**src/rtl/slt_pkg.sv**
```systemverilog
`default_nettype none

package slt_pkg;

  // operation codes; the unused code is served as a search
  localparam logic [1:0] OP_INSERT = 2'd0;
  localparam logic [1:0] OP_REMOVE = 2'd1;
  localparam logic [1:0] OP_SEARCH = 2'd2;

  // result status codes
  localparam logic [1:0] ST_OK        = 2'd0;
  localparam logic [1:0] ST_ABSENT    = 2'd1;
  localparam logic [1:0] ST_DUPLICATE = 2'd2;
  localparam logic [1:0] ST_FULL      = 2'd3;

  // controller states
  typedef enum logic [3:0] {
    S_IDLE,
    S_SCAN,
    S_SCAN_CHK,
    S_DECIDE,
    S_UP_RD,
    S_UP_WR,
    S_INS_WR,
    S_DN_RD,
    S_DN_WR,
    S_DEL_FIN,
    S_RESULT
  } state_t;

  // controller to datapath
  typedef struct packed {
    logic       load;        // capture the input beat, rewind the scan
    logic       rd_scan;     // read entry at scan index
    logic       inc_i;       // advance scan index
    logic       set_present; // record key match at scan index
    logic       jload_count; // shift pointer from entry count
    logic       jload_i;     // shift pointer from scan index
    logic       rd_up;       // read entry below shift pointer
    logic       wr_up;       // write read data at pointer, step down
    logic       rd_dn;       // read entry above shift pointer
    logic       wr_dn;       // write read data at pointer, step up
    logic       wr_key;      // store key at scan index, count up
    logic       dec_count;   // count down after removal
    logic       set_res;     // capture result fields
    logic [1:0] res_status;
    logic       res_found;
    logic       res_pos;     // position is the scan index, else zero
    logic       emit;        // load the output register
  } slt_cmd_t;

  // datapath to controller
  typedef struct packed {
    logic       at_end;   // scan index reached entry count
    logic       less;     // read entry below key
    logic       equal;    // read entry equals key
    logic       full;
    logic       present;
    logic [1:0] op;
    logic       j_eq_i;   // shift pointer at scan index
    logic       j_last;   // shift pointer at last entry
    logic       out_free; // output register can take a beat
  } slt_sts_t;

endpackage

`default_nettype wire

```
**src/rtl/slt_in_if.sv**
```systemverilog
`default_nettype none

interface slt_in_if;
  logic               valid;
  logic               ready;
  logic        [1:0]  operation;
  logic signed [31:0] value;

  modport source (output valid, output operation, output value, input ready);
  modport sink   (input valid, input operation, input value, output ready);
endinterface

`default_nettype wire

```
**src/rtl/slt_out_if.sv**
```systemverilog
`default_nettype none

interface slt_out_if;
  logic       valid;
  logic       ready;
  logic [1:0] status;
  logic       found;
  logic [3:0] position;
  logic [4:0] entry_count;

  modport source (output valid, output status, output found, output position,
                  output entry_count, input ready);
  modport sink   (input valid, input status, input found, input position,
                  input entry_count, output ready);
endinterface

`default_nettype wire

```
**src/rtl/slt_ctrl.sv**
```systemverilog
`default_nettype none

module slt_ctrl import slt_pkg::*; (
  input  wire logic     clk,
  input  wire logic     rst_n,
  input  wire logic     in_valid,
  output logic          in_ready,
  input  wire slt_sts_t sts,
  output slt_cmd_t      cmd
);

  state_t state_r, state_nxt;

  // state register
  always_ff @(posedge clk) begin
    if (!rst_n) begin
      state_r <= S_IDLE;
    end else begin
      state_r <= state_nxt;
    end
  end

  // next state and commands
  always_comb begin
    state_nxt = state_r;
    cmd       = '0;
    in_ready  = 1'b0;
    case (state_r)
      S_IDLE: begin
        in_ready = 1'b1;
        if (in_valid) begin
          cmd.load  = 1'b1;
          state_nxt = S_SCAN;
        end
      end
      // lower-bound walk: read the entry at the scan index, then compare it with the key
      S_SCAN: begin
        if (sts.at_end) begin
          state_nxt = S_DECIDE;
        end else begin
          cmd.rd_scan = 1'b1;
          state_nxt   = S_SCAN_CHK;
        end
      end
      S_SCAN_CHK: begin
        if (sts.less) begin
          cmd.inc_i = 1'b1;
          state_nxt = S_SCAN;
        end else begin
          cmd.set_present = 1'b1;
          state_nxt       = S_DECIDE;
        end
      end
      S_DECIDE: begin
        case (sts.op)
          OP_INSERT: begin
            if (sts.present) begin
              cmd.set_res    = 1'b1;
              cmd.res_status = ST_DUPLICATE;
              cmd.res_found  = 1'b1;
              cmd.res_pos    = 1'b1;
              state_nxt      = S_RESULT;
            end else if (sts.full) begin
              cmd.set_res    = 1'b1;
              cmd.res_status = ST_FULL;
              state_nxt      = S_RESULT;
            end else begin
              cmd.jload_count = 1'b1;
              state_nxt       = S_UP_RD;
            end
          end
          OP_REMOVE: begin
            if (sts.present) begin
              cmd.jload_i = 1'b1;
              state_nxt   = S_DN_RD;
            end else begin
              cmd.set_res    = 1'b1;
              cmd.res_status = ST_ABSENT;
              state_nxt      = S_RESULT;
            end
          end
          default: begin
            cmd.set_res = 1'b1;
            if (sts.present) begin
              cmd.res_status = ST_OK;
              cmd.res_found  = 1'b1;
              cmd.res_pos    = 1'b1;
            end else begin
              cmd.res_status = ST_ABSENT;
            end
            state_nxt = S_RESULT;
          end
        endcase
      end
      // open a gap at the insert point, top entry first
      S_UP_RD: begin
        if (sts.j_eq_i) begin
          state_nxt = S_INS_WR;
        end else begin
          cmd.rd_up = 1'b1;
          state_nxt = S_UP_WR;
        end
      end
      S_UP_WR: begin
        cmd.wr_up = 1'b1;
        state_nxt = S_UP_RD;
      end
      S_INS_WR: begin
        cmd.wr_key     = 1'b1;
        cmd.set_res    = 1'b1;
        cmd.res_status = ST_OK;
        cmd.res_pos    = 1'b1;
        state_nxt      = S_RESULT;
      end
      // close the gap left by the removed entry
      S_DN_RD: begin
        if (sts.j_last) begin
          state_nxt = S_DEL_FIN;
        end else begin
          cmd.rd_dn = 1'b1;
          state_nxt = S_DN_WR;
        end
      end
      S_DN_WR: begin
        cmd.wr_dn = 1'b1;
        state_nxt = S_DN_RD;
      end
      S_DEL_FIN: begin
        cmd.dec_count  = 1'b1;
        cmd.set_res    = 1'b1;
        cmd.res_status = ST_OK;
        cmd.res_found  = 1'b1;
        cmd.res_pos    = 1'b1;
        state_nxt      = S_RESULT;
      end
      // wait for room in the output register
      S_RESULT: begin
        if (sts.out_free) begin
          cmd.emit  = 1'b1;
          state_nxt = S_IDLE;
        end
      end
      default: begin
        state_nxt = S_IDLE;
      end
    endcase
  end

endmodule

`default_nettype wire

```
**src/rtl/slt_dpath.sv**
```systemverilog
`default_nettype none

module slt_dpath import slt_pkg::*; #(
  parameter int TABLE_DEPTH = 16
) (
  input  wire logic               clk,
  input  wire logic               rst_n,
  input  wire logic        [1:0]  in_operation,
  input  wire logic signed [31:0] in_value,
  input  wire slt_cmd_t           cmd,
  output slt_sts_t                sts,
  input  wire logic               out_ready,
  output logic                    out_valid,
  output logic             [1:0]  out_status,
  output logic                    out_found,
  output logic             [3:0]  out_position,
  output logic             [4:0]  out_entry_count
);

  localparam int AW = $clog2(TABLE_DEPTH);
  localparam int CW = $clog2(TABLE_DEPTH + 1);

  // entry store, one read and one write port
  logic        [31:0] mem [TABLE_DEPTH];
  logic        [31:0] rd_data_r;
  logic               mem_re;
  logic               mem_we;
  logic      [AW-1:0] rd_addr;
  logic      [AW-1:0] wr_addr;
  logic        [31:0] wr_data;

  logic signed [31:0] key_r;
  logic         [1:0] op_r;
  logic               present_r;
  logic      [CW-1:0] count_r;
  logic      [CW-1:0] i_r;
  logic      [CW-1:0] j_r;
  logic      [CW-1:0] j_dn;
  logic      [CW-1:0] j_up;
  logic        [CW:0] j_up_ext;

  logic         [1:0] res_status_r;
  logic               res_found_r;
  logic      [CW-1:0] res_pos_r;
  logic               out_valid_r;
  logic         [1:0] out_status_r;
  logic               out_found_r;
  logic         [3:0] out_position_r;
  logic         [4:0] out_entry_count_r;
  logic    [CW+3:0]   pos_ext;
  logic    [CW+4:0]   count_ext;

  assign j_dn     = j_r - CW'(1);
  assign j_up     = j_r + CW'(1);
  assign j_up_ext = {1'b0, j_r} + (CW+1)'(1);

  // memory port selection
  always_comb begin
    mem_re  = cmd.rd_scan | cmd.rd_up | cmd.rd_dn;
    mem_we  = cmd.wr_up | cmd.wr_dn | cmd.wr_key;
    rd_addr = i_r[AW-1:0];
    if (cmd.rd_up) begin
      rd_addr = j_dn[AW-1:0];
    end else if (cmd.rd_dn) begin
      rd_addr = j_up[AW-1:0];
    end
    wr_addr = j_r[AW-1:0];
    wr_data = rd_data_r;
    if (cmd.wr_key) begin
      wr_addr = i_r[AW-1:0];
      wr_data = key_r;
    end
  end

  always_ff @(posedge clk) begin
    if (mem_we) begin
      mem[wr_addr] <= wr_data;
    end
    if (mem_re) begin
      rd_data_r <= mem[rd_addr];
    end
  end

  // entry count
  always_ff @(posedge clk) begin
    if (!rst_n) begin
      count_r <= '0;
    end else if (cmd.wr_key) begin
      count_r <= count_r + CW'(1);
    end else if (cmd.dec_count) begin
      count_r <= count_r - CW'(1);
    end
  end

  // operation registers, scan index and shift pointer
  always_ff @(posedge clk) begin
    if (cmd.load) begin
      key_r     <= in_value;
      op_r      <= in_operation;
      present_r <= 1'b0;
      i_r       <= '0;
    end else begin
      if (cmd.inc_i) begin
        i_r <= i_r + CW'(1);
      end
      if (cmd.set_present) begin
        present_r <= sts.equal;
      end
    end
    if (cmd.jload_count) begin
      j_r <= count_r;
    end else if (cmd.jload_i) begin
      j_r <= i_r;
    end else if (cmd.wr_up) begin
      j_r <= j_dn;
    end else if (cmd.wr_dn) begin
      j_r <= j_up;
    end
  end

  // result capture
  always_ff @(posedge clk) begin
    if (cmd.set_res) begin
      res_status_r <= cmd.res_status;
      res_found_r  <= cmd.res_found;
      res_pos_r    <= cmd.res_pos ? i_r : '0;
    end
  end

  assign pos_ext   = {4'b0, res_pos_r};
  assign count_ext = {5'b0, count_r};

  // output register
  always_ff @(posedge clk) begin
    if (!rst_n) begin
      out_valid_r <= 1'b0;
    end else if (cmd.emit) begin
      out_valid_r <= 1'b1;
    end else if (out_ready) begin
      out_valid_r <= 1'b0;
    end
  end

  always_ff @(posedge clk) begin
    if (cmd.emit) begin
      out_status_r      <= res_status_r;
      out_found_r       <= res_found_r;
      out_position_r    <= pos_ext[3:0];
      out_entry_count_r <= count_ext[4:0];
    end
  end

  assign out_valid       = out_valid_r;
  assign out_status      = out_status_r;
  assign out_found       = out_found_r;
  assign out_position    = out_position_r;
  assign out_entry_count = out_entry_count_r;

  // status to controller
  always_comb begin
    sts.at_end   = (i_r == count_r);
    sts.less     = ($signed(rd_data_r) < key_r);
    sts.equal    = (rd_data_r == key_r);
    sts.full     = (count_r == CW'(TABLE_DEPTH));
    sts.present  = present_r;
    sts.op       = op_r;
    sts.j_eq_i   = (j_r == i_r);
    sts.j_last   = (j_up_ext >= {1'b0, count_r});
    sts.out_free = ~out_valid_r | out_ready;
  end

endmodule

`default_nettype wire

```
**src/rtl/sorted_list_table.sv**
```systemverilog
`default_nettype none
// channel   direction  beat contents
// in_chan   sink       operation, value
// out_chan  source     status, found, position, entry_count
//
// One beat at a time. The walk reads each entry below the key and then compares it;
// a search then captures its result. An insert moves the entries above the insert
// point up, top entry first, and writes the key; a remove moves the entries above
// the removed one down and counts down. The result then waits for room in the output.
// Reset clears the entry count and the output valid flag; no clearing pass.
// The next beat is taken while a result waits; its own result waits for room.

module sorted_list_table import slt_pkg::*; #(
  parameter int TABLE_DEPTH = 16
) (
  input wire logic  clk,
  input wire logic  rst_n,
  slt_in_if.sink    in_chan,
  slt_out_if.source out_chan
);

  slt_cmd_t cmd;
  slt_sts_t sts;

  // sequencer
  slt_ctrl u_ctrl (
    .clk      (clk),
    .rst_n    (rst_n),
    .in_valid (in_chan.valid),
    .in_ready (in_chan.ready),
    .sts      (sts),
    .cmd      (cmd)
  );

  // table store and result path
  slt_dpath #(
    .TABLE_DEPTH (TABLE_DEPTH)
  ) u_dpath (
    .clk             (clk),
    .rst_n           (rst_n),
    .in_operation    (in_chan.operation),
    .in_value        (in_chan.value),
    .cmd             (cmd),
    .sts             (sts),
    .out_ready       (out_chan.ready),
    .out_valid       (out_chan.valid),
    .out_status      (out_chan.status),
    .out_found       (out_chan.found),
    .out_position    (out_chan.position),
    .out_entry_count (out_chan.entry_count)
  );

endmodule

`default_nettype wire
```
**src/flat_wrapper.sv**
```systemverilog
// flat-port wrapper written by rule: the top's interface ports become plain ports
module sorted_list_table_flat import slt_pkg::*;
#(
  parameter int TABLE_DEPTH = 16
)
  (clk, rst_n, in_chan_valid, in_chan_operation, in_chan_value, in_chan_ready, out_chan_valid, out_chan_status, out_chan_found, out_chan_position, out_chan_entry_count, out_chan_ready);
  slt_in_if in_chan_i ();
  slt_out_if out_chan_i ();
  input wire logic clk;
  input wire logic rst_n;
  input wire logic [$bits(in_chan_i.valid)-1:0] in_chan_valid;
  input wire logic [$bits(in_chan_i.operation)-1:0] in_chan_operation;
  input wire logic [$bits(in_chan_i.value)-1:0] in_chan_value;
  output wire logic [$bits(in_chan_i.ready)-1:0] in_chan_ready;
  output wire logic [$bits(out_chan_i.valid)-1:0] out_chan_valid;
  output wire logic [$bits(out_chan_i.status)-1:0] out_chan_status;
  output wire logic [$bits(out_chan_i.found)-1:0] out_chan_found;
  output wire logic [$bits(out_chan_i.position)-1:0] out_chan_position;
  output wire logic [$bits(out_chan_i.entry_count)-1:0] out_chan_entry_count;
  input wire logic [$bits(out_chan_i.ready)-1:0] out_chan_ready;
  assign in_chan_i.valid = in_chan_valid;
  assign in_chan_i.operation = in_chan_operation;
  assign in_chan_i.value = in_chan_value;
  assign in_chan_ready = in_chan_i.ready;
  assign out_chan_valid = out_chan_i.valid;
  assign out_chan_status = out_chan_i.status;
  assign out_chan_found = out_chan_i.found;
  assign out_chan_position = out_chan_i.position;
  assign out_chan_entry_count = out_chan_i.entry_count;
  assign out_chan_i.ready = out_chan_ready;
  sorted_list_table #(.TABLE_DEPTH(TABLE_DEPTH)) u_core (.clk(clk), .rst_n(rst_n), .in_chan(in_chan_i), .out_chan(out_chan_i));
endmodule
```
**config.mk**
```make
export PLATFORM = sky130hd
export DESIGN_NAME = sorted_list_table_flat
export DESIGN_NICKNAME = d
export VERILOG_FILES = /design/src/rtl/slt_pkg.sv /design/src/rtl/slt_in_if.sv /design/src/rtl/slt_out_if.sv /design/src/rtl/slt_ctrl.sv /design/src/rtl/slt_dpath.sv /design/src/rtl/sorted_list_table.sv /design/src/flat_wrapper.sv
export SDC_FILE = /design/constraint.sdc
export NUM_CORES = 1
export LEC_CHECK = 0
export ABC_AREA = 1
export BUFFER_PORTS_ARGS = -buffer_cell sky130_fd_sc_hd__buf_4
export CAP_MARGIN = 5
export CORE_UTILIZATION = 60
export CTS_BUF_LIST = sky130_fd_sc_hd__clkbuf_4 sky130_fd_sc_hd__clkbuf_8
export CTS_CLUSTER_SIZE = 16
export DETAILED_ROUTE_END_ITERATION = 10
export GPL_TIMING_DRIVEN = 0
export PLACE_DENSITY_LB_ADDON = 0.2
export SYNTH_ARGS = -nofsm -noshare
export SYNTH_HDL_FRONTEND = slang
export SYNTH_SLANG_ARGS = --single-unit
```
**constraint.sdc**
```tcl
create_clock -name clk -period 3.6 [get_ports clk]
set_input_delay 0.72 -clock clk [delete_from_list [all_inputs] [get_ports clk]]
set_output_delay 0.72 -clock clk [all_outputs]
set_load 0.1 [all_outputs]
```
==> tab_implementation.tex <==
\begin{tabular}{lr}
\hline
Metric & Value \\
\hline
\multicolumn{2}{l}{\textbf{Synthesis}} \\
\quad Sequential-to-total area share from yosys stat & 66.8\% \\
\quad Largest area contributor in the netlist & sky130\_fd\_sc\_hd\_\_edfxtp\_1 \\
\quad Net count after synthesis & 2,738 \\
\quad Post-synthesis instance total & 2,656 \\
\quad Fraction of post-synthesis cell area in the top cell type by area & 65.6\% \\
\quad Cell types with the largest area share after synthesis & sky130\_fd\_sc\_hd\_\_edfxtp\_1, sky130\_fd\_sc\_hd\_\_nand2\_1, sky130\_fd\_sc\_hd\_\_nand3\_1 \\
\quad Yosys Warn Count & 0 \\
\quad Count of different cell masters after synthesis & 44 \\
\quad Proportion of register bits with asynchronous set or reset after synthesis & 0\% \\
\quad Post-synth top flop & sky130\_fd\_sc\_hd\_\_edfxtp\_1 \\
\quad Avg Inst Size Synth & 10.4 µm² \\
\quad Number of enable-type register cells in the synthesized netlist & 602 \\
\quad Cell with the most instances after synthesis & sky130\_fd\_sc\_hd\_\_nand2\_1 \\
\quad Cell Area, Synth & 27,600 µm² \\
\quad Yosys reg bits & 618 \\
\quad Most frequent cells after synthesis & sky130\_fd\_sc\_hd\_\_nand2\_1, sky130\_fd\_sc\_hd\_\_edfxtp\_1, sky130\_fd\_sc\_hd\_\_nand3\_1 \\
\multicolumn{2}{l}{\textbf{Placed design}} \\
\quad Number of port buffers & 51 \\
\quad Routability Congestion & 0.919 \\
\quad HPWL reported at the end of detailed placement & 51,300 µm \\
\quad Post-placement cell area & 29,400 µm² \\
\quad Post-place setup slack & -757 ps \\
\multicolumn{2}{l}{\textbf{Power}} \\
\quad Overall power consumption & 20.6 mW \\
\quad Pwr Density & 638 nW/µm² \\
\quad VDD IR max & 0.462 mV \\
\quad Static Leakage & 13.7 nW \\
\multicolumn{2}{l}{\textbf{Clocking}} \\
\quad Number of H-tree branching levels & 3 \\
\quad Clock insertion delay at the later pin of the skew report & 700 ps \\
\quad \# clock sinks & 618 \\
\quad CTS tree & done \\
\quad Maximum clock path buffer count & 3 \\
\quad CTS Hold Buffers Added & 0 \\
\quad Root buffer selected by CTS & sky130\_fd\_sc\_hd\_\_clkbuf\_8 \\
\quad Clock-pin slew on the worst setup and hold paths & 60 ps \\
\quad Inserted Clock Buffers & 100 \\
\multicolumn{2}{l}{\textbf{Global route}} \\
\quad Via count of the first global-routing pass & 19,900 \\
\quad Global router's overall resource usage & 33.1\% \\
\quad Total overflow reported by the global router & 0 \\
\quad Antenna violations before repair & 0 \\
\quad Wire length of the first global-routing pass & 114,000 µm \\
\quad Maximum number of pins on one net before global-route repair & 21 \\
\multicolumn{2}{l}{\textbf{Setup path}} \\
\quad Kind of launch point of the worst setup path & flop \\
\quad Data arrival time of the critical path & 3970 ps \\
\quad Launching point of the worst reg2reg path & u\_core.u\_dpath.j\_r[0] \\
\quad R2R Path End & u\_core.u\_dpath.rd\_data\_r[2] \\
\quad Sort of element at the end of the critical path & flop \\
\quad Setup slack on the worst flop-to-flop path & 50 ps \\
\quad Worst r2r path cells & 16 \\
\quad Highest net fanout along the worst path & 10 \\
\quad Worst setup path category & flop to flop \\
\quad Critical Path RT & 4030 ps \\
\multicolumn{2}{l}{\textbf{Timing}} \\
\quad Final worst path period share & 98.5\% \\
\quad Relative slew slack & 25.3\% \\
\quad Final WS setup & 55.0 ps \\
\quad Worst slew pin tran & 1110 ps \\
\quad Worst hold slack after final layout & 194 ps \\
\quad Number of pins with negative max-slew slack in the final report & 0 \\
\quad Setup Viol. Count Final & 0 \\
\quad Final worst path period need & 3550 ps \\
\quad Max Freq & 282 MHz \\
\quad Final Hold Fails & 0 \\
\quad Worst clock skew & 31.2 ps \\
\multicolumn{2}{l}{\textbf{Final layout}} \\
\quad Layout filler cell count & 3,142 \\
\quad Multi-input gate area & 7290 µm² \\
\quad Total inserted antenna cells & 0 \\
\quad Area Growth Syn to Fin & 16.9\% \\
\quad Share of layout cells above drive strength 1 & 14.8\% \\
\quad Net count, final & 2,968 \\
\quad Design Area, Final & 32,200 µm² \\
\quad Sequential cell area & 18,400 µm² \\
\multicolumn{2}{l}{\textbf{Routing}} \\
\quad Starting DRC count in detailed routing & 2,458 \\
\quad DR WL/cell & 21.9 µm \\
\quad Overall via count from detail\_route & 20,700 \\
\quad Wirelength, routed & 77,900 µm \\
\quad Number of nets still failing antenna checks after routing & 0 \\
\quad First-pass iteration count of the detailed router & 6 \\
\quad Final routed DRC violation total & 0 \\
\quad Number of vias per cell & 5.81 \\
\multicolumn{2}{l}{\textbf{Min path}} \\
\quad Hold Crit Depth & 1 \\
\quad Worst hold-check path type & primary input to flop \\
\quad Startpoint of the tightest hold check path & in\_chan\_value[14] \\
\quad Worst hold path endpoint & u\_core.u\_dpath.key\_r[14] \\
\multicolumn{2}{l}{\textbf{Floorplanning}} \\
\quad Starting utilization of the core area & 60.7\% \\
\quad Die Y-Extent & 216 µm \\
\quad Die area & 46,800 µm² \\
\quad Number of I/O pins & 52 \\
\quad Core region area & 45,400 µm² \\
\quad Width of the die & 216 µm \\
\quad Num rows & 78 \\
\multicolumn{2}{l}{\textbf{Flow run}} \\
\quad Max-capacitance violation count & 0 \\
\multicolumn{2}{l}{\textbf{Status}} \\
\quad Run status & complete, no violations \\
\hline
\end{tabular}
-- cells in the final DEF, fill, tap and decap left out, types with 4 or more instances in the layout --
cell                       count
sky130_fd_sc_hd__nor3_1        7
sky130_fd_sc_hd__o21ai_1      26
sky130_fd_sc_hd__clkbuf_8    102
sky130_fd_sc_hd__nand3_1     495
sky130_fd_sc_hd__o21ai_0      28
sky130_fd_sc_hd__buf_6        31
sky130_fd_sc_hd__clkbuf_4     45
sky130_fd_sc_hd__edfxtp_1    602
sky130_fd_sc_hd__inv_1       410
sky130_fd_sc_hd__buf_12       24
sky130_fd_sc_hd__dfxtp_1      16
sky130_fd_sc_hd__clkinv_2     12
sky130_fd_sc_hd__a21oi_1      28
sky130_fd_sc_hd__o21ai_2       5
sky130_fd_sc_hd__nand2_1     732
sky130_fd_sc_hd__clkinv_1     26
sky130_fd_sc_hd__buf_4       115
sky130_fd_sc_hd__nand4_1       7
sky130_fd_sc_hd__clkbuf_1     15
sky130_fd_sc_hd__xnor2_1       4
sky130_fd_sc_hd__clkbuf_2     16
sky130_fd_sc_hd__buf_16        8
sky130_fd_sc_hd__nand3_4       4
sky130_fd_sc_hd__buf_2        24
sky130_fd_sc_hd__nand3_2       6
sky130_fd_sc_hd__xor2_1       11
sky130_fd_sc_hd__nor2_4       18
sky130_fd_sc_hd__ha_1         43
sky130_fd_sc_hd__nor2_1       52
-- through the flow --
step / setup TNS (ps) / instances / util, %
floorplan: 0 / 2656 / -
global placement: -1392210 / 3307 / 63.2
detailed placement: -126300 / 3351 / 64.9
CTS: -2.51 / 3541 / 70.0
global route: -427 / 3558 / 71.0
finish: 0 / 3558 / 71.0
-- registers in the layout, indices dropped and copies added (netlist names), 5 cells and up --
name	flops
u_core.u_dpath.i_r	5
u_core.u_dpath.count_r	5
u_core.u_dpath.j_r	5
u_core.u_dpath.rd_data_r	32
u_core.u_dpath.out_entry_count	5
u_core.u_dpath.mem	512
u_core.u_dpath.key_r	32
-- cell type report --
class | count | share of cell area [%]
inverter | 414 | 4.83
clock inverter | 46 | 0.948
sequential | 618 | 57.1
buffer | 120 | 2.74
clock buffer | 128 | 4.96
timing repair buffer | 133 | 4.45
tap | 600 | 2.33
multi-input combinational | 1499 | 22.6
-- worst max-delay path: stages (launching register included) --
cell                       delay [ps]
sky130_fd_sc_hd__edfxtp_1         450
sky130_fd_sc_hd__buf_4            190
sky130_fd_sc_hd__ha_1             230
sky130_fd_sc_hd__nand3_1          120
sky130_fd_sc_hd__xor2_1           220
sky130_fd_sc_hd__ha_1             280
sky130_fd_sc_hd__nand2_1           70
sky130_fd_sc_hd__nand2_1           90
sky130_fd_sc_hd__nor2_4           210
sky130_fd_sc_hd__nand3_4          140
sky130_fd_sc_hd__nand3_4          220
sky130_fd_sc_hd__clkbuf_1         470
sky130_fd_sc_hd__nand3_1          150
sky130_fd_sc_hd__nand3_1          120
sky130_fd_sc_hd__nand3_1          120
sky130_fd_sc_hd__nand3_1          140
sky130_fd_sc_hd__nand2_1           80
-- cell families after synthesis --
logic type / synth area share (%)
buffers and inverters: 7.84
flip-flops: 66.8
AO/OA/AOI/OAI: 1.96
adder cells (fa/ha/maj): 2.02
multiplexers: 0.0409
XOR/XNOR: 0.508
AND/OR/NAND/NOR: 20.9
-- layer usage --
| layer | GRT usage (%) | share of wire (%) | up-vias |
|---|---|---|---|
| met5 | 0 | 0 | - |
| met4 | 18.4 | 5.4 | 0 |
| met3 | 6.09 | 11 | 290 |
| met2 | 52.1 | 46 | 1399 |
| met1 | 43.8 | 37 | 9686 |
| li1 | - | - | 9304 |
-- repair_timing --
item / 4_1_cts / 5_1_grt
buffers inserted: 17 / 21
setup endpoints to repair: 621 / 346
cloned: 0 / 1
resized for setup: 65 / 113
pin swaps: 10 / 12
-- worst max-delay path by stage --
stage | startpoint | endpoint | slack, ps | depth (start not counted)
6_report | u_core.u_dpath.j_r[0] | u_core.u_dpath.rd_data_r[2] | 50 | 16
5_1_grt | u_core.u_dpath.j_r[2] | u_core.u_dpath.rd_data_r[31] | -40 | 19
4_1_cts | u_core.u_dpath.j_r[0] | u_core.u_dpath.rd_data_r[8] | -3 | 18
3_5_place_dp | u_core.u_dpath.j_r[0] | u_core.u_dpath.rd_data_r[19] | -760 | 21
3_3_place_gp | u_core.u_ctrl.state_r[1] | u_core.u_dpath.mem[14][2] | -2390 | 9
2_1_floorplan | u_core.u_ctrl.state_r[1] | u_core.u_dpath.mem[1][0] | 350 | 9
-- power by group --
group          switching, mW  internal [mW]
Sequential             0.144           8.75
Combinational           4.08           1.74
Clock                   2.73           3.12
Total                   6.95           13.6
Note: power is estimated with default switching activity, not from simulation.
